File: src/sv/hkbt_pkg.sv
package hkbt_pkg;

   localparam int NUM_BUCKETS  = 64;
   localparam int BUCKET_SLOTS = 8;
   localparam int VALUE_BITS   = 32;
   localparam int TOTAL_SLOTS  = NUM_BUCKETS * BUCKET_SLOTS;
   localparam int HASH_W       = 64;
   localparam int DIVISOR_W    = 7;
   localparam int BUCKET_W     = (NUM_BUCKETS > 1) ? $clog2(NUM_BUCKETS) : 1;
   localparam int SLOT_W       = (BUCKET_SLOTS > 1) ? $clog2(BUCKET_SLOTS) : 1;
   localparam int ADDR_W       = $clog2(TOTAL_SLOTS);
   localparam int REM_W        = DIVISOR_W + 1;
   localparam int BIT_CNT_W    = $clog2(HASH_W);
   localparam int SCAN_CNT_W   = $clog2(BUCKET_SLOTS + 1);

   localparam logic [HASH_W-1:0]    SEED_HASH     = HASH_W'(5381);
   localparam logic [DIVISOR_W-1:0] BUCKET_RESET  = DIVISOR_W'(64);

   localparam logic [1:0] OP_INSERT = 2'd0;
   localparam logic [1:0] OP_GET    = 2'd1;
   localparam logic [1:0] OP_REMOVE = 2'd2;

   localparam logic [1:0] ST_OK        = 2'd0;
   localparam logic [1:0] ST_NOT_FOUND = 2'd1;
   localparam logic [1:0] ST_FULL      = 2'd2;

   typedef struct packed {
      logic [1:0]  opcode;
      logic [7:0]  key_byte;
      logic [31:0] value_in;
   } req_type;

   typedef struct packed {
      logic [1:0]  status;
      logic [31:0] value_out;
   } rsp_type;

   typedef struct packed {
      logic                  valid;
      logic [HASH_W-1:0]     hash;
      logic [VALUE_BITS-1:0] value;
   } slot_type;

endpackage

File: src/sv/hkbt_mod_unit.sv
module hkbt_mod_unit (
   input  logic                            clock,
   input  logic                            reset,
   input  logic                            start,
   input  logic [hkbt_pkg::HASH_W-1:0]     dividend,
   input  logic [hkbt_pkg::DIVISOR_W-1:0]  divisor,
   output logic                            done,
   output logic [hkbt_pkg::BUCKET_W-1:0]   remainder
);
   import hkbt_pkg::*;

   logic                 busy_ff, busy_in;
   logic                 done_ff, done_in;
   logic [HASH_W-1:0]    num_ff, num_in;
   logic [REM_W-1:0]     rem_ff, rem_in;
   logic [DIVISOR_W-1:0] div_ff, div_in;
   logic [BIT_CNT_W-1:0] cnt_ff, cnt_in;
   logic [REM_W-1:0]     shifted;

   always_comb begin
      busy_in = busy_ff;
      done_in = 1'b0;
      num_in  = num_ff;
      rem_in  = rem_ff;
      div_in  = div_ff;
      cnt_in  = cnt_ff;
      shifted = {rem_ff[REM_W-2:0], num_ff[HASH_W-1]};
      if (start) begin
         busy_in = 1'b1;
         num_in  = dividend;
         rem_in  = '0;
         div_in  = divisor;
         cnt_in  = '0;
      end else if (busy_ff) begin
         // one quotient bit per cycle, msb first
         num_in = {num_ff[HASH_W-2:0], 1'b0};
         if (shifted >= {1'b0, div_ff}) begin
            rem_in = shifted - {1'b0, div_ff};
         end else begin
            rem_in = shifted;
         end
         cnt_in = cnt_ff + 1'b1;
         if (cnt_ff == BIT_CNT_W'(HASH_W - 1)) begin
            busy_in = 1'b0;
            done_in = 1'b1;
         end
      end
   end

   always_ff @(posedge clock) begin
      if (reset) begin
         busy_ff <= 1'b0;
         done_ff <= 1'b0;
      end else begin
         busy_ff <= busy_in;
         done_ff <= done_in;
      end
      num_ff <= num_in;
      rem_ff <= rem_in;
      div_ff <= div_in;
      cnt_ff <= cnt_in;
   end

   assign done      = done_ff;
   assign remainder = BUCKET_W'(rem_ff);

endmodule

File: config.mk
export PLATFORM = sky130hd
export DESIGN_NAME = hkbt_mod_unit
export DESIGN_NICKNAME = d
export VERILOG_FILES = /design/src/sv/hkbt_pkg.sv /design/src/sv/hkbt_mod_unit.sv
export SDC_FILE = /design/constraint.sdc
export NUM_CORES = 1
export LEC_CHECK = 0
export BUFFER_PORTS_ARGS = -buffer_cell sky130_fd_sc_hd__buf_2
export CAP_MARGIN = 20
export CORE_MARGIN = 2
export CORE_UTILIZATION = 57
export CTS_BUF_LIST = sky130_fd_sc_hd__clkbuf_8
export CTS_CLUSTER_DIAMETER = 30
export DETAILED_ROUTE_END_ITERATION = 8
export GPL_TIMING_DRIVEN = 0
export PLACE_DENSITY = 0.87
export SYNTH_ARGS = -nofsm -noshare
export SYNTH_HDL_FRONTEND = slang
export SYNTH_SLANG_ARGS = --single-unit
export TNS_END_PERCENT = 5
File: constraint.sdc
create_clock -name clock -period 2.2 [get_ports clock]
set_input_delay 0.66 -clock clock [delete_from_list [all_inputs] [get_ports clock]]
set_output_delay 0.66 -clock clock [all_outputs]
set_load 0.05 [all_outputs]
==> results of run 1 <==
==> through the flow <==
stage	hold slack (ns)	power [uW]	setup WS, ns
global placement	0.468	2470	-0.575
detailed placement	0.486	2510	-0.327
CTS	0.450	3670	0.0694
global route	0.449	3780	0.00175
floorplan	0.459	2340	0.147
finish	0.465	3640	0.114
==> cell usage in the layout (no fill, tap or decap), types with 3 or more instances in the layout <==
cell type  Yosys  routed
a31oi_1        5       4
nand2_1        9       9
buf_4          6       6
nor3b_1        8       8
nor2_1        12      12
clkbuf_8       0       9
dfxtp_1       15      15
ha_1           8       8
nand3_1        5       4
inv_6          0       4
xor2_1         3       3
buf_2          9      89
inv_1         10      10
edfxtp_1      71      71
xnor2_1        4       4
or3b_2         3       3
mux2_2        63      63
nand4_1        3       3
o21ai_0        3       3
==> cells by family (layout without fill, tap and decap cells) <==
family	after synthesis	after routing
mux	64	64
fa+ha+maj	9	9
flops	86	86
simple gates	57	57
compound gates	27	27
buf+inv	29	126
xor+xnor	7	7
==> metal layers <==
metal | up-vias | routed length [um] | GRT usage (%)
met5 | - | 0 | 0
met1 | 1200 | 3110 | 24.0
met3 | 17 | 442 | 5.66
met4 | 0 | 165 | 9.65
met2 | 83 | 3660 | 33.7
li1 | 1236 | - | -
==> power by group <==
part | switching [uW] | internal, uW | total [uW]
registers | 49.5 | 1940 | 1990
clock network | 616 | 548 | 1160
logic | 237 | 246 | 484
total | 903 | 2740 | 3640
==> sequential cells by signal, summed over array words and instances, names as in the netlist <==
| signal | cells |
|---|---|
| cnt_ff | 6 |
| busy_ff | 1 |
| num_ff | 64 |
| div_ff | 7 |
| rem_ff | 7 |
| done | 1 |
==> critical path, cell delays in order (launching register included) <==
cell and delay (ns):
edfxtp_1 0.42, inv_1 0.08, ha_1 0.16, inv_1 0.06, fa_1 0.43, nand3_2 0.13
a31oi_2 0.13, or4_1 0.50, o311ai_1 0.10
==> final timing paths <==
check              endpoint  slack, ns  depth (start not counted)  startpoint
hold reg to reg   cnt_ff[5]       0.50                          2   cnt_ff[5]
setup reg to reg  rem_ff[2]       0.11                          8  num_ff[63]
setup / recovery  rem_ff[2]       0.11                          8  num_ff[63]
hold / removal    div_ff[3]       0.47                          1  divisor[3]
==> final cells by class <==
class | count | area, sq um
Multi-Input combinational cell | 164 | 1440
Clock inverter | 7 | 83.8
Clock buffer | 9 | 124
Inverter | 10 | 37.5
Buffer | 19 | 106
Fill cell | 479 | 2030
Timing Repair Buffer | 81 | 420
Sequential cell | 86 | 2430
Tap cell | 96 | 120
==> impl_results.md, run 1 <==
- Status: complete, no violations
- Post-synthesis mux area share: 18.0%
- Max-cap violations: 0
- Yosys cell types: 51
- Unrepaired setup endpoints after global routing: no
- Final core utilization: 70.2%
- Synthesized flop and latch total: 86
- Area growth, synth to finish: 19.0%
- Die height: 87.8 um
- Resized Gates After CTS: 0
- Initial Util: 59.0%
- Hold-fix buffers, CTS: 0
- Max Freq: 479 MHz
- Largest family of logic cells by synthesized area: multiplexers
- Share of layout cells above drive strength 1: 50.0%
- First-pass GRT wire length: 11.4 mm
- Drt wl/cell: 15.6 um
- Synth Warn #: 0
- Die area: 7710 sq um
- Routed vias/inst: 5.37
- GRT Total Usage: 20.1%
- Initial drt markers: 140
- Simple-gate share of the synthesized area: 8.12%
- Top cells by area, synth: edfxtp_1 53%, mux2_2 18%, dfxtp_1 7.5%, ha_1 2.5%, nor3b_1 1.5%
- Worst min-delay path category: in2reg
- Vias in the first global route: 2478
- Root Driver: clkbuf_8
- Net count after synthesis: 362
- Pre-antenna DRT Iters: 4
- Final WL: 7.38 mm
- Placed Cells: 456
- Fin cells: 472
- # IOs: 81
- Main synth FF type: edfxtp_1
- Cell with the most instances after synthesis: edfxtp_1
- Slew Limit Fails: 0
- Post-synth EDFFs: 71
- Synth top area share: 53.2%
- I/O Buffers: 80
- Post-synth top cells: 71 x edfxtp_1, 63 x mux2_2, 15 x dfxtp_1, 12 x nor2_1, 10 x inv_1
- Crit Path Category: reg2reg
- Hold Violations, Final: 0
- Setup TNS Final: 0 ns
- Number of CTS-inserted buffers: 9
- Largest net degree at the start of global routing: 35
- Post-CTS setup buffers: 0
- Synth Area in Adders: 3.00%
- Core box area: 6790 sq um
- WP data arrival: 2.36 ns
- Final non-filler cell area: 4770 sq um
- Chip width: 87.8 um
- H-Tree Depth: 3
- Max clock buf depth: 2
- Overflow after GRT: 0
- Row cnt: 30
- Setup crit end kind: flop
- Seq/Total Area, Yosys: 60.7%
- Post-Syn Area: 4010 sq um
- DRT antenna net count: 0
- Synth async-reset ratio: 0%
- Area leader, netlist: edfxtp_1
- Pwr per Cell Area: 763 nW/um^2
- Placed cell areas: 4550 sq um
- Final GP Congestion: 0.862
- Final min period: 2.09 ns
- Period utilisation layout: 94.8%
- Compound-gate portion of the synthesized area: 5.06%
- Crit start category: flop
- Worst-Skew Late Latency: 0.37 ns
- CTS tree: done
- NumNets Final: 454
- Drt drc: 0
- Vias: 2536
- Clock Skews: 0.0182 ns
- CTS sink count: 86
- Xor/xnor share of the synthesized area: 1.53%
- CP required: 2.47 ns
- Avg Inst Size Synth: 14.4 sq um
- Tightest Pin Transition: 0.569 ns
- Leakage: 0.00189 uW
- Initial antenna violation count: 0
- Mapped Cells: 279
- Relative slew slack: 62.1%
- Final setup viols: 0
- Antenna Cells: 0
- Post-detail-place hpwl: 5.22 mm
- Worst vdd ir: 453 uV
- CP max FO: 4
- Clock slew seen by the registers of the worst setup and hold paths: 0.09 ns
Note: power is estimated with default switching activity, not from simulation.
==> inputs of run 2 (changes only) <==
==> constraint.sdc (replaced) <==
create_clock -name clock -period 1.95 [get_ports clock]
set_input_delay 0.585 -clock clock [delete_from_list [all_inputs] [get_ports clock]]
set_output_delay 0.585 -clock clock [all_outputs]
set_load 0.05 [all_outputs]
==> run 2 against run 1 <==
Sequential power rose by 13%. Sequential share of layout area barely moved. Wire length rose by 1.9%. Clock skew fell by 0.0067 ns. Total power rose by 9.1%. Sequential cell count did not move. Utilization fell by 0.055 points. Combinational power rose by 16%. Critical path depth did not move. First-iteration DRC count rose by 55%. Global-route usage fell by 0.41 points. Critical endpoint is now rem_ff[1]. Register-to-register slack got worse by 0.06 ns.
==> impl_results.md, run 2 (same netlist as run 1, synthesis figures left out) <==
- Area growth, synth to finish: 18.9%
- Initial drt markers: 217
- Crit start category: flop
- Die height: 87.8 um
- Worst-Skew Late Latency: 0.35 ns
- Critical path's slowest cell: edfxtp_1
- NumNets Final: 456
- Final min period: 1.90 ns
- Unrepaired setup endpoints after global routing: yes
- Worst path max stage delay: 0.42 ns
- CP max FO: 6
- Reg power frac: 56.6%
- Clock Skews: 0.0115 ns
- Most common cell after layout, fill and taps aside: buf_2
- DRT antenna net count: 0
- GRT Total Usage: 19.7%
- Post-detail-place hpwl: 5.01 mm
- Final non-filler cell area: 4760 sq um
- Max reg flops: 64
- First-pass GRT wire length: 11.4 mm
- Vias: 2560
- Switching Fraction: 25.6%
- Worst vdd ir: 489 uV
- Worst min-delay path category: in2reg
- Period utilisation layout: 97.3%
- Drt wl/cell: 15.9 um
- Row cnt: 30
- I/O Buffers: 80
- Initial Util: 59.0%
- Overflow after GRT: 0
- Biggest regs: num_ff (64), div_ff (7), rem_ff (7)
- CTS sink count: 86
- Clock slew seen by the registers of the worst setup and hold paths: 0.09 ns
- H-Tree Depth: 3
- Crit Path Category: reg2reg
- Tightest Pin Transition: 0.804 ns
- Share of layout cells above drive strength 1: 50.8%
- Placed cell areas: 4530 sq um
- Final WL: 7.52 mm
- Status: complete, no violations
- Relative slew slack: 46.4%
- Combinational share of power: 14.2%
- CTS tree: done
- Setup crit end kind: flop
- Slew Limit Fails: 0
- Max Freq: 527 MHz
- Critical Path, Cell by Cell: inv_1 > ha_2 > inv_2 > fa_2 > nand3_4 > a31o_2 > nand3_1 > a311oi_1
- Initial antenna violation count: 0
- Setup TNS Final: 0 ns
- P_int: 2950 uW
- Chip width: 87.8 um
- Clock power share: 29.2%
- Max clock buf depth: 2
- Max-cap violations: 0
- Routed vias/inst: 5.40
- Core box area: 6790 sq um
- Vias in the first global route: 2468
- Top delay family on crit path: adder cells
- Final GP Congestion: 0.864
- Hold Violations, Final: 0
- Most frequent cells in the layout: 89 x buf_2, 71 x edfxtp_1, 63 x mux2_2, 15 x dfxtp_1, 12 x nor2_1
- Leakage: 0.00188 uW
- Largest net degree at the start of global routing: 66
- Drt drc: 0
- Top reg by flops: num_ff
- Switching Power: 1020 uW
- Pwr per Cell Area: 834 nW/um^2
- Pre-antenna DRT Iters: 5
- Antenna Cells: 0
- Die area: 7710 sq um
- # IOs: 81
- Number of CTS-inserted buffers: 9
- Root Driver: clkbuf_8
- CP required: 2.21 ns
- CP Buf/Inv Count: 2
- Final setup viols: 0
- WP data arrival: 2.16 ns
[run 2: path summary, 6_finish.rpt]
kind	startpoint	to	slack, ns	cells past startpoint
max	num_ff[63]	rem_ff[1]	0.05	8
max reg2reg	num_ff[63]	rem_ff[1]	0.05	8
min reg2reg	cnt_ff[5]	cnt_ff[5]	0.51	2
min	divisor[2]	div_ff[2]	0.40	1
[run 2: metrics by stage]
step	hold WS (ns)	worst slack [ns]	util (%)	power (uW)	cells
final	0.400	0.0520	70.1	3970	474
after global routing	0.379	-0.0140	70.1	4130	474
after CTS	0.382	0.0130	69.9	3990	472
after detailed placement	0.495	-0.372	66.6	2820	455
after global placement	0.473	-0.318	66.6	2790	455
after floorplan	0.459	0.0703	-	2640	279
[run 2: power groups by stage]
| stage | registers [uW] | logic [uW] | clock network (uW) |
|---|---|---|---|
| final | 2250 | 563 | 1160 |
| after floorplan | 2270 | 378 | 0 |
| after global placement | 2280 | 507 | 0 |
| after CTS | 2250 | 552 | 1190 |
| after detailed placement | 2290 | 529 | 0 |
| after global routing | 2270 | 614 | 1250 |
[run 2: what timing repair did]
item	CTS	global route
hold buffers	0	0
pin swaps	4	2
hold endpoints to repair	0	0
setup buffers	1	1
gates resized for setup	6	1
cloned	0	1
setup endpoints to repair	3	69
[run 2: metal layers]
metal | vias up | track usage [%] | wire, um
li1 | 1236 | - | -
met3 | 14 | 6.41 | 518
met4 | 0 | 8.67 | 139
met1 | 1216 | 24.6 | 3200
met2 | 94 | 31.6 | 3670
met5 | - | 0 | 0
[run 2: area by class of cell]
type / instances / area (sq um)
multi-input combinational: 165 / 1470
buffer: 19 / 106
clock buffer: 9 / 124
timing repair buffer: 82 / 415
clock inverter: 7 / 57.6
tap: 96 / 120
inverter: 10 / 37.5
fill: 485 / 2030
sequential: 86 / 2430
[run 2: worst reg2reg max path: cells and delay by family (launching register included)]
kind | cells | cell delay [ns]
fa+ha+maj | 2 | 0.55
flops | 1 | 0.42
buf+inv | 2 | 0.12
simple gates | 2 | 0.21
compound gates | 2 | 0.52
==> inputs of run 3 (changes only) <==
--- a/config.mk
+++ b/config.mk
@@ -7,7 +7,7 @@
 export LEC_CHECK = 0
 export BUFFER_PORTS_ARGS = -buffer_cell sky130_fd_sc_hd__buf_2
 export CAP_MARGIN = 20
-export CORE_MARGIN = 2
+export CORE_MARGIN = 4
 export CORE_UTILIZATION = 57
 export CTS_BUF_LIST = sky130_fd_sc_hd__clkbuf_8
 export CTS_CLUSTER_DIAMETER = 30
==> run 3 against run 2 <==
Fmax grew 0.27%. Clock skew grew 0.0044 ns. Sequential cell count is the same. Utilization grew 0.092 points. Setup slack gained 0.0051 ns. Die area grew 9.3%. Cell count is the same. Global-route usage shrank 1.7 points. Register-to-register slack is essentially flat. Worst hold slack gained 0.0031 ns. Clock power is essentially flat. Critical endpoint unchanged. Largest cell class unchanged.
==> impl_results.md, run 3 (same netlist as run 1, synthesis figures left out) <==
- Unrepaired setup endpoints after global routing: yes
- NumNets Final: 456
- Pwr per Cell Area: 834 nW/um^2
- R2r setup slk: 0.06 ns
- Top delay family on crit path: adder cells
- Sequential Area: 2430 sq um
- GRT Total Usage: 18.0%
- I/O Buffers: 80
- Critical path's slowest cell: edfxtp_1
- Drt drc: 0
- Reg-to-Reg End: rem_ff[1]
- # IOs: 81
- Status: complete, no violations
- Setup crit end kind: flop
- Slew Limit Fails: 0
- Tightest Pin Transition: 0.768 ns
- Overflow after GRT: 0
- Initial antenna violation count: 0
- CP max FO: 6
- Min-delay src: divisor[2]
- Final GP Congestion: 0.835
- DRT antenna net count: 0
- Antenna Cells: 0
- Vias: 2554
- Max reg flops: 64
- H-Tree Depth: 3
- Post-detail-place hpwl: 5.08 mm
- Biggest regs: num_ff (64), div_ff (7), rem_ff (7)
- Worst path max stage delay: 0.42 ns
- Worst vdd ir: 550 uV
- Final core utilization: 70.2%
- Worst-Skew Late Latency: 0.36 ns
- Share of layout cells above drive strength 1: 50.8%
- Root Driver: clkbuf_8
- Leakage: 0.00188 uW
- Die height: 91.8 um
- Layout fillers: 482
- WP data arrival: 2.15 ns
- CP Buf/Inv Count: 2
- Vias in the first global route: 2510
- Final min period: 1.89 ns
- Hold Violations, Final: 0
- Max Freq: 528 MHz
- Most common cell after layout, fill and taps aside: buf_2
- Relative slew slack: 48.8%
- Critical Path, Cell by Cell: inv_1 > ha_2 > inv_1 > fa_2 > nand3_4 > a31o_2 > nand3_1 > a311oi_1
- Core box area: 6790 sq um
- Hold Path Depth: 1
- Period utilisation layout: 97.1%
- First-pass GRT wire length: 11.9 mm
- Drt wl/cell: 15.7 um
- Placed cell areas: 4530 sq um
- CTS tree: done
- CTS sink count: 86
- Multi-input logic area: 1480 sq um
- Largest net degree at the start of global routing: 66
- Number of CTS-inserted buffers: 9
- Crit start category: flop
- Final setup viols: 0
- CP required: 2.21 ns
- Final non-filler cell area: 4770 sq um
- Initial Util: 59.0%
- Clock slew seen by the registers of the worst setup and hold paths: 0.09 ns
- Clock Skews: 0.0160 ns
- Chip width: 91.8 um
- Worst min-delay path category: in2reg
- Routed vias/inst: 5.39
- Max-cap violations: 0
- Crit Path Category: reg2reg
- Pre-antenna DRT Iters: 4
- Launching point of the worst reg2reg path: num_ff[63]
- WHS Endpoint: div_ff[2]
- Row cnt: 30
- Worst R2R Path Depth: 8
- Top reg by flops: num_ff
- Initial drt markers: 144
- Most used cell, CP: inv_1
- Area growth, synth to finish: 19.1%
- Die area: 8430 sq um
- Most frequent cells in the layout: 89 x buf_2, 71 x edfxtp_1, 63 x mux2_2, 15 x dfxtp_1, 12 x nor2_1
- Max clock buf depth: 2
- Final WL: 7.42 mm
[run 3: repair_timing]
action,CTS,global route
pin swaps,3,3
cloned,0,1
endpoints found under the setup margin,2,70
buffers inserted,2,0
hold buffers,0,0
resized for setup,6,1
[run 3: final cells by class]
class,instances,area share [%]
sequential,86,51.0
multi-input combinational,165,31.0
timing repair buffer,82,8.71
clock buffer,9,2.60
tap,96,2.52
buffer,19,2.23
clock inverter,7,1.21
inverter,10,0.787
[run 3: how the worst max path moves through the flow]
stage / cells after the start / end / startpoint / slack (ns)
2_1_floorplan: 8 / rem_ff[2] / num_ff[63] / 0.07
5_1_grt: 8 / rem_ff[2] / num_ff[63] / -0.02
3_5_place_dp: 3 / num_ff[31] / start / -0.36
3_3_place_gp: 3 / num_ff[32] / start / -0.32
6_report: 8 / rem_ff[1] / num_ff[63] / 0.06
4_1_cts: 8 / rem_ff[0] / num_ff[63] / 0.0007
[run 3: report_power, final]
| group | switching (uW) | internal [uW] |
|---|---|---|
| Clock | 694 | 481 |
| Sequential | 55.1 | 2190 |
| Combinational | 274 | 285 |
| Total | 1020 | 2960 |
[run 3: stage by stage]
stage / TNS (ns) / power, uW / hold slack [ns] / std cells / setup slack (ns)
3_3_place_gp: -24.02 / 2790 / 0.468 / 455 / -0.317
6_report: 0 / 3980 / 0.403 / 474 / 0.0571
3_5_place_dp: -28.88 / 2820 / 0.501 / 455 / -0.362
5_1_grt: -0.0237 / 4150 / 0.384 / 474 / -0.0172
4_1_cts: 0 / 3990 / 0.390 / 473 / 0.000653
2_1_floorplan: 0 / 2640 / 0.459 / 279 / 0.0703
[run 3: worst register-to-register path: stages (launching register included)]
cell      delay, ns
edfxtp_1       0.42
inv_1          0.08
ha_2           0.17
inv_1          0.05
fa_2           0.38
nand3_4        0.10
a31o_2         0.23
nand3_1        0.10
a311oi_1       0.28
[run 3: metal layers]
metal / track usage [%] / share of wire (%)
met2: 28.2 / 48
met5: 0 / 0
met1: 23.1 / 42
met3: 6.15 / 8.0
met4: 7.18 / 1.9
